**src/sv/fat_root_file_locator_top_macros.svh**
```systemverilog
// Assertion macros shared by the root file locator modules.
// Needs signals clk and rst_n in the module that uses them.
`ifndef FAT_ROOT_FILE_LOCATOR_TOP_MACROS_SVH
`define FAT_ROOT_FILE_LOCATOR_TOP_MACROS_SVH

`ifndef SYNTHESIS

// Same-cycle implication, disabled in reset
`define FRFL_ASSERT_IMPL(label, ante, cons, msg) \
    label: assert property (@(posedge clk) disable iff (!rst_n) (ante) |-> (cons)) \
        else $error(msg);

// Next-cycle implication, disabled in reset
`define FRFL_ASSERT_NEXT(label, ante, cons, msg) \
    label: assert property (@(posedge clk) disable iff (!rst_n) (ante) |=> (cons)) \
        else $error(msg);

`else

`define FRFL_ASSERT_IMPL(label, ante, cons, msg)
`define FRFL_ASSERT_NEXT(label, ante, cons, msg)

`endif

`endif

```
**src/sv/frfl_pkg.sv**
```systemverilog
// Shared types and constants for the FAT16 root directory file locator.
// No dependencies; used by every module of the block.
package frfl_pkg;

    localparam int OFF_W     = 36;
    localparam int BYTE_W    = 8;
    localparam int NAME_W    = 64;
    localparam int EXT_W     = 24;
    localparam int STATUS_W  = 3;
    localparam int FOFF_W    = 41;
    localparam int CLUS_W    = 16;
    localparam int CIDX_W    = 1;
    // root sector count as carried to the offset stage (limit is at most 256)
    localparam int RS_W      = 9;
    // root sector count before the range check: ceil(65535 / 16) needs 13 bits
    localparam int RS_CALC_W = 13;

    localparam int DEF_MAX_ROOT_SECTORS = 64;

    localparam logic [23:0]       BOOT_SIG     = 24'hEB3C90;
    localparam logic [15:0]       SECTOR_BYTES = 16'd512;
    localparam logic [NAME_W-1:0] NAME_RESET   = 64'h2020202020202020;
    localparam logic [EXT_W-1:0]  EXT_RESET    = 24'h202020;

    // boot sector byte offsets
    localparam logic [4:0] BOOT_JMP0  = 5'd0;
    localparam logic [4:0] BOOT_JMP1  = 5'd1;
    localparam logic [4:0] BOOT_JMP2  = 5'd2;
    localparam logic [4:0] BOOT_BPS0  = 5'd11;
    localparam logic [4:0] BOOT_BPS1  = 5'd12;
    localparam logic [4:0] BOOT_SPC   = 5'd13;
    localparam logic [4:0] BOOT_RSV0  = 5'd14;
    localparam logic [4:0] BOOT_RSV1  = 5'd15;
    localparam logic [4:0] BOOT_NFAT  = 5'd16;
    localparam logic [4:0] BOOT_RENT0 = 5'd17;
    localparam logic [4:0] BOOT_RENT1 = 5'd18;
    localparam logic [4:0] BOOT_FATS0 = 5'd22;
    localparam logic [4:0] BOOT_LAST  = 5'd23;

    // directory entry byte positions
    localparam logic [4:0] ENT_NAME0 = 5'd0;
    localparam logic [4:0] ENT_NAME1 = 5'd1;
    localparam logic [4:0] ENT_NAME7 = 5'd7;
    localparam logic [4:0] ENT_EXT0  = 5'd8;
    localparam logic [4:0] ENT_EXT2  = 5'd10;
    localparam logic [4:0] ENT_CLUS0 = 5'd26;
    localparam logic [4:0] ENT_CLUS1 = 5'd27;

    // configuration register indexes
    localparam logic [CIDX_W-1:0] REG_WANTED_NAME = 1'b0;
    localparam logic [CIDX_W-1:0] REG_WANTED_EXT  = 1'b1;

    typedef enum logic [STATUS_W-1:0] {
        ST_FOUND     = 3'd0,
        ST_BAD_SIG   = 3'd1,
        ST_BAD_SECT  = 3'd2,
        ST_BAD_ROOT  = 3'd3,
        ST_NOT_FOUND = 3'd4
    } frfl_status_t;

    // result candidate handed from the scan stage to the offset stages
    typedef struct packed {
        frfl_status_t      status;
        logic [CLUS_W-1:0] cluster;
        logic [OFF_W-1:0]  root_start;
        logic [RS_W-1:0]   root_sects;
        logic [7:0]        clus_sects;
    } frfl_cand_t;

endpackage

```
**src/sv/frfl_scan.sv**
```systemverilog
// Input register, boot sector capture and checks, root entry matching.
// Depends on frfl_pkg and the assertion macro header.
`include "fat_root_file_locator_top_macros.svh"

module frfl_scan
    import frfl_pkg::*;
#(
    parameter int MAX_ROOT_SECTORS = DEF_MAX_ROOT_SECTORS
)
(
    input  logic              clk,
    input  logic              rst_n,
    input  logic              in_valid,
    output logic              in_stall,
    input  logic              start_search,
    input  logic [OFF_W-1:0]  byte_offset,
    input  logic [BYTE_W-1:0] byte_value,
    input  logic              stream_end,
    input  logic [NAME_W-1:0] wanted_name,
    input  logic [EXT_W-1:0]  wanted_ext,
    output logic              cand_valid,
    output frfl_cand_t        cand,
    input  logic              cand_stall
);

    localparam logic [RS_CALC_W-1:0] RS_LIMIT = RS_CALC_W'(MAX_ROOT_SECTORS);

    // input register
    logic              s0_v_reg;
    logic              s0_start_reg;
    logic [OFF_W-1:0]  s0_off_reg;
    logic [BYTE_W-1:0] s0_val_reg;
    logic              s0_last_reg;

    // search state
    logic [23:0]       sig_reg,        sig_next,        sig_eff;
    logic [15:0]       ssize_reg,      ssize_next,      ssize_eff;
    logic [15:0]       resv_reg,       resv_next,       resv_eff;
    logic [7:0]        fatn_reg,       fatn_next,       fatn_eff;
    logic [15:0]       fats_reg,       fats_next,       fats_eff;
    logic [15:0]       rent_reg,       rent_next,       rent_eff;
    logic [7:0]        csect_reg,      csect_next,      csect_eff;
    logic [OFF_W-1:0]  root_start_reg, root_start_next, root_start_eff;
    logic [RS_W-1:0]   root_sects_reg, root_sects_next, root_sects_eff;
    logic              match_reg,      match_next,      match_eff;
    logic [CLUS_W-1:0] clus_reg,       clus_next,       clus_eff;
    logic              done_reg,       done_next,       done_eff;
    logic              boot_ok_reg,    boot_ok_next,    boot_ok_eff;

    // result candidate register
    logic              cand_v_reg, cand_v_next;
    frfl_cand_t        cand_reg,   cand_next;

    logic              cand_free;
    logic              s0_move;
    logic              in_take;
    logic              emit;
    logic              cand_load;
    logic              boot_zone;
    logic [23:0]       fat_prod;
    logic [24:0]       root_base;
    logic [OFF_W-1:0]  root_start_calc;
    logic [16:0]       rs_sum;
    logic [RS_CALC_W-1:0] rs_calc;
    logic [OFF_W:0]    rel_full;
    logic              in_root;
    logic [4:0]        ent_pos;
    logic [BYTE_W-1:0] name_byte;
    logic [BYTE_W-1:0] ext_byte;

    // handshake: a request that gives no result always moves on; one that
    // gives a result waits for the candidate slot to free up
    assign cand_free = !cand_v_reg || !cand_stall;
    assign s0_move   = s0_v_reg && (cand_free || !emit);
    assign in_stall  = s0_v_reg && !cand_free && emit;
    assign in_take   = in_valid && !in_stall;

    assign cand_valid = cand_v_reg;
    assign cand       = cand_reg;

    // state as seen by this request, after an optional search restart
    assign sig_eff        = s0_start_reg ? '0   : sig_reg;
    assign ssize_eff      = s0_start_reg ? '0   : ssize_reg;
    assign resv_eff       = s0_start_reg ? '0   : resv_reg;
    assign fatn_eff       = s0_start_reg ? '0   : fatn_reg;
    assign fats_eff       = s0_start_reg ? '0   : fats_reg;
    assign rent_eff       = s0_start_reg ? '0   : rent_reg;
    assign csect_eff      = s0_start_reg ? '0   : csect_reg;
    assign root_start_eff = s0_start_reg ? '0   : root_start_reg;
    assign root_sects_eff = s0_start_reg ? '0   : root_sects_reg;
    assign match_eff      = s0_start_reg ? 1'b1 : match_reg;
    assign clus_eff       = s0_start_reg ? '0   : clus_reg;
    assign done_eff       = s0_start_reg ? 1'b0 : done_reg;
    assign boot_ok_eff    = s0_start_reg ? 1'b0 : boot_ok_reg;

    // boot field positions live in the first 24 bytes
    assign boot_zone = (s0_off_reg[OFF_W-1:5] == '0) && (s0_off_reg[4:0] <= BOOT_LAST);

    // root directory geometry from the boot fields, last FAT size byte included
    assign fat_prod        = {16'b0, fatn_eff} * {8'b0, fats_next};
    assign root_base       = {9'b0, resv_eff} + {1'b0, fat_prod};
    assign root_start_calc = {2'b0, root_base, 9'b0};
    assign rs_sum          = {1'b0, rent_eff} + 17'd15;
    assign rs_calc         = rs_sum[16:4];

    // position inside the root region
    assign rel_full = {1'b0, s0_off_reg} - {1'b0, root_start_eff};
    assign in_root  = !rel_full[OFF_W]
                      && (rel_full[OFF_W-1:0] < {15'b0, rent_eff, 5'b0});
    assign ent_pos  = rel_full[4:0];

    // wanted name and extension bytes for this entry position
    assign name_byte = wanted_name[{ent_pos[2:0], 3'b000} +: BYTE_W];
    always_comb
    begin
        case (ent_pos[1:0])
            2'd0:    ext_byte = wanted_ext[7:0];
            2'd1:    ext_byte = wanted_ext[15:8];
            2'd2:    ext_byte = wanted_ext[23:16];
            default: ext_byte = wanted_ext[7:0];
        endcase
    end

    // capture boot fields
    always_comb
    begin
        sig_next   = sig_eff;
        ssize_next = ssize_eff;
        resv_next  = resv_eff;
        fatn_next  = fatn_eff;
        fats_next  = fats_eff;
        rent_next  = rent_eff;
        csect_next = csect_eff;
        if (!done_eff && !boot_ok_eff && boot_zone)
        begin
            case (s0_off_reg[4:0])
                BOOT_JMP0:  sig_next[23:16]  = s0_val_reg;
                BOOT_JMP1:  sig_next[15:8]   = s0_val_reg;
                BOOT_JMP2:  sig_next[7:0]    = s0_val_reg;
                BOOT_BPS0:  ssize_next[7:0]  = s0_val_reg;
                BOOT_BPS1:  ssize_next[15:8] = s0_val_reg;
                BOOT_SPC:   csect_next       = s0_val_reg;
                BOOT_RSV0:  resv_next[7:0]   = s0_val_reg;
                BOOT_RSV1:  resv_next[15:8]  = s0_val_reg;
                BOOT_NFAT:  fatn_next        = s0_val_reg;
                BOOT_RENT0: rent_next[7:0]   = s0_val_reg;
                BOOT_RENT1: rent_next[15:8]  = s0_val_reg;
                BOOT_FATS0: fats_next[7:0]   = s0_val_reg;
                BOOT_LAST:  fats_next[15:8]  = s0_val_reg;
                default:    ;
            endcase
        end
    end

    // run checks, match entries, build the result candidate
    always_comb
    begin
        root_start_next = root_start_eff;
        root_sects_next = root_sects_eff;
        match_next      = match_eff;
        clus_next       = clus_eff;
        done_next       = done_eff;
        boot_ok_next    = boot_ok_eff;
        emit            = 1'b0;
        cand_next       = '0;
        cand_next.status = ST_NOT_FOUND;
        if (!done_eff)
        begin
            if (!boot_ok_eff)
            begin
                if (boot_zone && s0_off_reg[4:0] == BOOT_LAST)
                begin
                    if (sig_eff != BOOT_SIG)
                    begin
                        emit             = 1'b1;
                        cand_next.status = ST_BAD_SIG;
                    end
                    else if (ssize_eff != SECTOR_BYTES)
                    begin
                        emit             = 1'b1;
                        cand_next.status = ST_BAD_SECT;
                    end
                    else
                    begin
                        root_start_next = root_start_calc;
                        root_sects_next = rs_calc[RS_W-1:0];
                        if (rs_calc == '0 || rs_calc > RS_LIMIT)
                        begin
                            emit             = 1'b1;
                            cand_next.status = ST_BAD_ROOT;
                        end
                        else
                        begin
                            boot_ok_next = 1'b1;
                        end
                    end
                end
            end
            else if (in_root)
            begin
                case (ent_pos) inside
                    ENT_NAME0:
                        match_next = (s0_val_reg == name_byte);
                    [ENT_NAME1:ENT_NAME7]:
                        if (s0_val_reg != name_byte)
                            match_next = 1'b0;
                    [ENT_EXT0:ENT_EXT2]:
                        if (s0_val_reg != ext_byte)
                            match_next = 1'b0;
                    ENT_CLUS0:
                        clus_next[7:0] = s0_val_reg;
                    ENT_CLUS1:
                    begin
                        clus_next[15:8] = s0_val_reg;
                        if (match_eff)
                        begin
                            emit                 = 1'b1;
                            cand_next.status     = ST_FOUND;
                            cand_next.cluster    = {s0_val_reg, clus_eff[7:0]};
                            cand_next.root_start = root_start_eff;
                            cand_next.root_sects = root_sects_eff;
                            cand_next.clus_sects = csect_eff;
                        end
                    end
                    default: ;
                endcase
            end
            // end of stream without a result
            if (!emit && s0_last_reg)
            begin
                emit             = 1'b1;
                cand_next.status = ST_NOT_FOUND;
            end
            if (emit)
                done_next = 1'b1;
        end
    end

    assign cand_load   = s0_move && emit;
    assign cand_v_next = cand_load ? 1'b1 : (cand_free ? 1'b0 : cand_v_reg);

    // input register
    always_ff @(posedge clk or negedge rst_n)
    begin
        if (!rst_n)
            s0_v_reg <= 1'b0;
        else if (in_take)
            s0_v_reg <= 1'b1;
        else if (s0_move)
            s0_v_reg <= 1'b0;
    end

    always_ff @(posedge clk)
    begin
        if (in_take)
        begin
            s0_start_reg <= start_search;
            s0_off_reg   <= byte_offset;
            s0_val_reg   <= byte_value;
            s0_last_reg  <= stream_end;
        end
    end

    // commit search state when the request moves on
    always_ff @(posedge clk or negedge rst_n)
    begin
        if (!rst_n)
        begin
            sig_reg        <= '0;
            ssize_reg      <= '0;
            resv_reg       <= '0;
            fatn_reg       <= '0;
            fats_reg       <= '0;
            rent_reg       <= '0;
            csect_reg      <= '0;
            root_start_reg <= '0;
            root_sects_reg <= '0;
            match_reg      <= 1'b1;
            clus_reg       <= '0;
            done_reg       <= 1'b0;
            boot_ok_reg    <= 1'b0;
        end
        else if (s0_move)
        begin
            sig_reg        <= sig_next;
            ssize_reg      <= ssize_next;
            resv_reg       <= resv_next;
            fatn_reg       <= fatn_next;
            fats_reg       <= fats_next;
            rent_reg       <= rent_next;
            csect_reg      <= csect_next;
            root_start_reg <= root_start_next;
            root_sects_reg <= root_sects_next;
            match_reg      <= match_next;
            clus_reg       <= clus_next;
            done_reg       <= done_next;
            boot_ok_reg    <= boot_ok_next;
        end
    end

    // result candidate register
    always_ff @(posedge clk or negedge rst_n)
    begin
        if (!rst_n)
            cand_v_reg <= 1'b0;
        else
            cand_v_reg <= cand_v_next;
    end

    always_ff @(posedge clk)
    begin
        if (cand_load)
            cand_reg <= cand_next;
    end

    `FRFL_ASSERT_NEXT(a_one_result_per_search, cand_load, done_reg,
        "result given but search not marked done")
    `FRFL_ASSERT_IMPL(a_quiet_after_result, s0_move && done_reg && !s0_start_reg,
        !cand_load, "result given after search finished")
    `FRFL_ASSERT_IMPL(a_root_size_checked, boot_ok_reg,
        root_sects_reg != '0 && RS_CALC_W'(root_sects_reg) <= RS_LIMIT,
        "boot accepted with root size out of range")

endmodule

```
**src/sv/frfl_offset.sv**
```systemverilog
// Two-stage computation of the first block offset and the result register.
// Depends on frfl_pkg and the assertion macro header.
`include "fat_root_file_locator_top_macros.svh"

module frfl_offset
    import frfl_pkg::*;
(
    input  logic              clk,
    input  logic              rst_n,
    input  logic              cand_valid,
    input  frfl_cand_t        cand,
    output logic              cand_stall,
    output logic              out_valid,
    input  logic              out_stall,
    output logic [STATUS_W-1:0] status,
    output logic signed [FOFF_W-1:0] file_offset,
    output logic [CLUS_W-1:0] start_cluster
);

    // first stage: data area base and cluster product
    logic                    p2_v_reg;
    frfl_status_t            p2_status_reg;
    logic [CLUS_W-1:0]       p2_cluster_reg;
    logic [OFF_W:0]          p2_base_reg;
    logic signed [25:0]      p2_prod_reg;

    // result register
    logic                    out_v_reg;
    frfl_status_t            status_reg;
    logic signed [FOFF_W-1:0] foff_reg;
    logic [CLUS_W-1:0]       clus_reg;

    logic                    out_free;
    logic                    p2_free;
    logic                    cand_take;
    logic signed [16:0]      clus_m2;
    logic signed [25:0]      prod;
    logic [OFF_W:0]          base;
    logic signed [FOFF_W-1:0] foff_next;

    assign out_free   = !out_v_reg || !out_stall;
    assign p2_free    = !p2_v_reg || out_free;
    assign cand_stall = cand_valid && !p2_free;
    assign cand_take  = cand_valid && p2_free;

    // cluster index relative to the first data cluster, times cluster size
    assign clus_m2 = $signed({1'b0, cand.cluster}) - 17'sd2;
    assign prod    = $signed({{9{clus_m2[16]}}, clus_m2})
                     * $signed({17'b0, cand.clus_sects});
    assign base    = {1'b0, cand.root_start} + {19'b0, cand.root_sects, 9'b0};

    // add sector-scaled product to the base, zero for error results
    always_comb
    begin
        if (p2_status_reg == ST_FOUND)
            foff_next = $signed({4'b0, p2_base_reg})
                        + $signed({{6{p2_prod_reg[25]}}, p2_prod_reg, 9'b0});
        else
            foff_next = '0;
    end

    always_ff @(posedge clk or negedge rst_n)
    begin
        if (!rst_n)
        begin
            p2_v_reg  <= 1'b0;
            out_v_reg <= 1'b0;
        end
        else
        begin
            if (p2_free)
                p2_v_reg <= cand_take;
            if (out_free)
                out_v_reg <= p2_v_reg;
        end
    end

    always_ff @(posedge clk)
    begin
        if (cand_take)
        begin
            p2_status_reg  <= cand.status;
            p2_cluster_reg <= cand.cluster;
            p2_base_reg    <= base;
            p2_prod_reg    <= prod;
        end
        if (out_free && p2_v_reg)
        begin
            status_reg <= p2_status_reg;
            foff_reg   <= foff_next;
            clus_reg   <= (p2_status_reg == ST_FOUND) ? p2_cluster_reg : '0;
        end
    end

    assign out_valid     = out_v_reg;
    assign status        = status_reg;
    assign file_offset   = foff_reg;
    assign start_cluster = clus_reg;

    `FRFL_ASSERT_IMPL(a_error_fields_zero, out_v_reg && status_reg != ST_FOUND,
        file_offset == '0 && start_cluster == '0, "error result carries nonzero fields")
    `FRFL_ASSERT_NEXT(a_stage_held_on_stall, p2_v_reg && out_v_reg && out_stall,
        p2_v_reg, "offset stage dropped a request while output stalled")

endmodule

```
**src/sv/fat_root_file_locator_top.sv**
```systemverilog
// Top level of the FAT16 root directory file locator: configuration registers
// and the scan and offset stages. Depends on frfl_pkg, frfl_scan, frfl_offset.
//
// The block takes one disk byte per cycle, tagged with its disk offset. A byte
// that gives no result is never held back; a byte that gives a result waits
// only while the candidate, offset and result registers are all full and the
// result side stalls. A byte passes an input register, the scan stage (boot
// field capture, boot checks with an 8x16 multiply for the root start, or one
// name compare), and two offset stages before its result is presented. At
// most one result is given per search: found with the first block offset, a
// boot sector error, or not found at end of stream. The wanted 8.3 name is
// written through the configuration port; the user must write it only while
// the block is idle, which the block itself does not enforce.

module fat_root_file_locator_top
    import frfl_pkg::*;
#(
    parameter int MAX_ROOT_SECTORS = DEF_MAX_ROOT_SECTORS
)
(
    input  logic                     clk,
    input  logic                     rst_n,
    input  logic                     cfg_valid,
    output logic                     cfg_ready,
    input  logic [CIDX_W-1:0]        cfg_index,
    input  logic [NAME_W-1:0]        cfg_data,
    input  logic                     in_valid,
    output logic                     in_stall,
    input  logic                     start_search,
    input  logic [OFF_W-1:0]         byte_offset,
    input  logic [BYTE_W-1:0]        byte_value,
    input  logic                     stream_end,
    output logic                     out_valid,
    input  logic                     out_stall,
    output logic [STATUS_W-1:0]      status,
    output logic signed [FOFF_W-1:0] file_offset,
    output logic [CLUS_W-1:0]        start_cluster
);

    logic [NAME_W-1:0] name_reg;
    logic [EXT_W-1:0]  ext_reg;
    logic              cand_valid;
    logic              cand_stall;
    frfl_cand_t        cand;

    assign cfg_ready = 1'b1;

    // configuration registers
    always_ff @(posedge clk or negedge rst_n)
    begin
        if (!rst_n)
        begin
            name_reg <= NAME_RESET;
            ext_reg  <= EXT_RESET;
        end
        else if (cfg_valid && cfg_ready)
        begin
            case (cfg_index)
                REG_WANTED_NAME: name_reg <= cfg_data;
                REG_WANTED_EXT:  ext_reg  <= cfg_data[EXT_W-1:0];
                default:         ;
            endcase
        end
    end

    frfl_scan #(
        .MAX_ROOT_SECTORS (MAX_ROOT_SECTORS)
    ) u_scan (
        .clk          (clk),
        .rst_n        (rst_n),
        .in_valid     (in_valid),
        .in_stall     (in_stall),
        .start_search (start_search),
        .byte_offset  (byte_offset),
        .byte_value   (byte_value),
        .stream_end   (stream_end),
        .wanted_name  (name_reg),
        .wanted_ext   (ext_reg),
        .cand_valid   (cand_valid),
        .cand         (cand),
        .cand_stall   (cand_stall)
    );

    frfl_offset u_offset (
        .clk           (clk),
        .rst_n         (rst_n),
        .cand_valid    (cand_valid),
        .cand          (cand),
        .cand_stall    (cand_stall),
        .out_valid     (out_valid),
        .out_stall     (out_stall),
        .status        (status),
        .file_offset   (file_offset),
        .start_cluster (start_cluster)
    );

endmodule
```
**config.mk**
```make
export PLATFORM = sky130hd
export DESIGN_NAME = fat_root_file_locator_top
export DESIGN_NICKNAME = d
export VERILOG_FILES = /design/src/sv/frfl_pkg.sv /design/src/sv/frfl_scan.sv /design/src/sv/frfl_offset.sv /design/src/sv/fat_root_file_locator_top.sv
export VERILOG_INCLUDE_DIRS = /design/src /design/src/sv
export SDC_FILE = /design/constraint.sdc
export NUM_CORES = 2
export LEC_CHECK = 0
export ABC_AREA = 1
export BUFFER_PORTS_ARGS = -buffer_cell sky130_fd_sc_hd__buf_2
export CELL_PAD_IN_SITES_DETAIL_PLACEMENT = 0
export CELL_PAD_IN_SITES_GLOBAL_PLACEMENT = 1
export CORE_ASPECT_RATIO = 1.25
export CORE_MARGIN = 5
export CORE_UTILIZATION = 24
export DETAILED_ROUTE_END_ITERATION = 10
export PLACE_DENSITY_LB_ADDON = 0.15
export SYNTH_ARGS = -nofsm -noshare
export SYNTH_HDL_FRONTEND = slang
export SYNTH_SLANG_ARGS = --single-unit
```
**constraint.sdc**
```tcl
create_clock -name clk -period 6.6 [get_ports clk]
set_input_delay 0.66 -clock clk [delete_from_list [all_inputs] [get_ports clk]]
set_output_delay 0.66 -clock clk [all_outputs]
set_load 0.02 [all_outputs]
```
==> metrics.csv <==
stage,metric,value,unit
pwr,ir_drop,0.220,mV
detailed_routing,vias,30700,
logic_synthesis,yosys.area_share.simple,0.204,
timing,setup_viol,0,
logic_synthesis,synth_top_family_by_area,simple AND/OR/NAND/NOR gates,
logic_synthesis,synth_fp_nets,5050,
floorplanning,dieHeight,448,µm
layout,layout_common_cells,"nand2_1 (1115), inv_1 (730), nor2_1 (464)",
timing,timing.final.crit_share,0.960,
timing,setup_tns,0,ns
floorplanning,initial_utilization,0.242,
detailed_routing,drt_pass1_iterations,5,
timing,tightest_slew,0.990,ns
logic_synthesis,synthAdderAreaFrac,0.181,
cts,clockRootBuffer,clkbuf_16,
logic_synthesis,synth-seq-cells,510,
floorplanning,core_area,152000,µm²
min_path,hold_path_depth,1,
layout,largest_reg_flops,72,
setup_path,path_buf_inv,10,
layout,drive_gt1_frac,0.167,
setup_path,path_max_fanout,8,
timing,final_hold_viol_count,0,
logic_synthesis,synth_area,36800,µm²
layout,ff_latch_area,14100,µm²
setup_path,crit_type,register to register,
timing,finClkSkew,0.0344,ns
detailed_routing,drtIter0Drc,1586,
setup_path,ff2ff_path_depth,35,
cts,cts_made_buffers,66,
logic_synthesis,synthXorXnorAreaFrac,0.0231,
global_routing,grt-ovfl-total,0,
timing,final-max-slew-violation-count,0,
floorplanning,die-area,161000,µm²
floorplanning,io_pins,179,
placement,portBuffers,177,
global_routing,grt_pass1_vias,32100,
cts,cts.sinks,510,
floorplanning,fp-row-count,160,
setup_path,critPathCaptureType,register,
timing,fin_crit,6.34,ns
floorplanning,die_x,360,µm
pwr,power_leakage,21.5,nW
cts,clk_pin_slew,0.06,ns
layout,multiInputGateArea,20000,µm²
global_routing,antenna_found_initial,13,
outcome,outcome,completed,
detailed_routing,totalWireLength,132000,µm
detailed_routing,via_per_inst,4.35,
cts,cts_tree,yes,
detailed_routing,wl_per_cell,18.6,µm
placement,place_hpwl,104000,µm
setup_path,rrSetupSlack,0.26,ns
min_path,hp-class,primary input to register,
logic_synthesis,ys_types,57,
layout,fin_nets,5503,
timing,fmax,158,MHz
setup_path,cp_slowest_cell,fa_1,
placement,dpl-instance-area,42400,µm²
timing,layout_setup_ws,0.263,ns
logic_synthesis,async_flop_share,0.494,
layout,final_common_cell,nand2_1,
setup_path,crit_family,adder cells,
setup_path,crit_cells,35,
logic_synthesis,synth_compound_area_frac,0.101,
layout,fin_area,45600,µm²
placement,pre_cts_ws,-0.609,ns
layout,fillers,16500,
cts,clock_latency,0.67,ns
global_routing,gr-usage-all-layers,0.163,
logic_synthesis,synth_top_flop_cell,edfxtp_1,
logic_synthesis,netlist_instances,4529,
logic_synthesis,yosys_warnings,0,
placement,globalplace.congestion,0.827,
setup_path,required,7.16,ns
timing,rsz0062_at_grt,yes,
global_routing,grt_pass1_wl,201000,µm
setup_path,cp-start-kind,register,
detailed_routing,drc,0,
cts,h-tree-depth,3,
timing,relSlewSlack,0.337,
logic_synthesis,avgSynthCellArea,8.12,µm²
layout,syn_to_final_growth,24.0,%
logic_synthesis,muxShareOfSynthArea,0.0139,
global_routing,grt_max_degree,130,
cts,cts.path.max_buffers,3,
logic_synthesis,ys_seq_area_frac,0.382,
pwr,p_per_area,251,nW/µm²
job,drv_cap,0,
setup_path,cpPeakStageDelay,0.55,ns
logic_synthesis,synth_edf_count,258,
detailed_routing,ant_nets,0,
setup_path,arrival,6.90,ns
## Yosys cell counts, drive strengths merged, types with 2 or more instances
cell type | instances | share of area
buf | 43 | 0.0065
a211oi | 6 | 0.0012
fa | 211 | 0.11
a22oi | 9 | 0.0018
mux2i | 24 | 0.0065
a21o | 3 | 0.00061
dfstp | 12 | 0.0086
a21oi | 215 | 0.030
a41oi | 3 | 0.00071
o21ai | 369 | 0.050
and3 | 2 | 0.00034
nand3b | 3 | 0.00061
nor3 | 33 | 0.0046
clkbuf | 109 | 0.011
nand3 | 134 | 0.018
o21bai | 12 | 0.0024
a21boi | 16 | 0.0033
o21a | 11 | 0.0022
mux2 | 24 | 0.0073
inv | 751 | 0.077
nand2 | 1131 | 0.12
nor2 | 493 | 0.051
or2 | 12 | 0.0020
clkinv | 4 | 0.00041
nor3b | 2 | 0.00041
a31oi | 16 | 0.0027
o211ai | 8 | 0.0016
xnor2 | 30 | 0.0071
ha | 194 | 0.066
edfxtp | 258 | 0.21
a31o | 2 | 0.00048
and2 | 3 | 0.00051
a22o | 8 | 0.0019
o41ai | 2 | 0.00048
nor4 | 22 | 0.0037
nand4 | 38 | 0.0066
xor2 | 67 | 0.016
o31ai | 2 | 0.00041
dfrtp | 240 | 0.16
## worst paths after layout
path	startpoint	end
max	u_scan.s0_off_reg[29]	u_scan.root_start_reg[32]
min	start_search	u_scan.s0_start_reg
max reg2reg	u_scan.s0_off_reg[29]	u_scan.root_start_reg[32]
min reg2reg	u_scan.cand[17]	u_offset.p2_base_reg[0]
max in group asynchronous	rst_n	u_scan.root_start_reg[8]
min in group asynchronous	rst_n	u_scan.fats_reg[15]
## cell families after synthesis
| family | Yosys count |
|---|---|
| adders and majority gates | 405 |
| muxes | 48 |
| xor gates and xnor gates | 97 |
| other | 1 |
| and+or+nand+nor | 1873 |
| AOI/OAI and AO/OA | 688 |
| DFF | 510 |
| buffers and inverters | 907 |
## layer usage
layer  GRT usage  share of wire  vias to the layer above
li1            -              -                    15300
met1       0.210           0.45                    14800
met2       0.291           0.50                      463
met3      0.0198          0.033                      127
met4      0.0385          0.019                        8
met5           0        0.00038                        -
## where the power goes
part	internal [mW]	total, mW	switching (mW)
Combinational	1.44	3.81	2.37
Sequential	3.78	3.93	0.154
Clock	2.17	3.71	1.55
Total	7.39	11.5	4.07
## through the flow
| step | util | cells | total power, mW | hold slack (ns) |
|---|---|---|---|---|
| final | 0.300 | 7062 | 11.5 | 0.173 |
| after global routing | 0.300 | 7060 | 12.4 | 0.129 |
| after global placement | 0.278 | 6917 | 7.92 | 0.402 |
| after CTS | 0.295 | 7048 | 11.8 | 0.0962 |
| after floorplan | - | 4529 | 6.57 | 0.364 |
| after detailed placement | 0.278 | 6917 | 7.92 | 0.409 |
## final cells by class
| cell class | instances | area share |
|---|---|---|
| multi-input combinational | 3112 | 0.439 |
| clock inverter | 27 | 0.00707 |
| antenna | 2 | 0.000110 |
| sequential | 510 | 0.308 |
| timing repair buffer | 537 | 0.0860 |
| tap | 2025 | 0.0555 |
| inverter | 755 | 0.0625 |
| clock buffer | 94 | 0.0412 |
## what timing repair did
| action | in CTS | in global routing |
|---|---|---|
| setup endpoints to repair | 18 | 21 |
| pin swaps | 26 | 78 |
| setup buffers | 8 | 11 |
| hold endpoints to repair | 54 | 0 |
| hold buffers | 1 | 0 |
| resized for setup | 78 | 150 |
| gates cloned | 1 | 1 |
(Power assumes the default switching activity.)
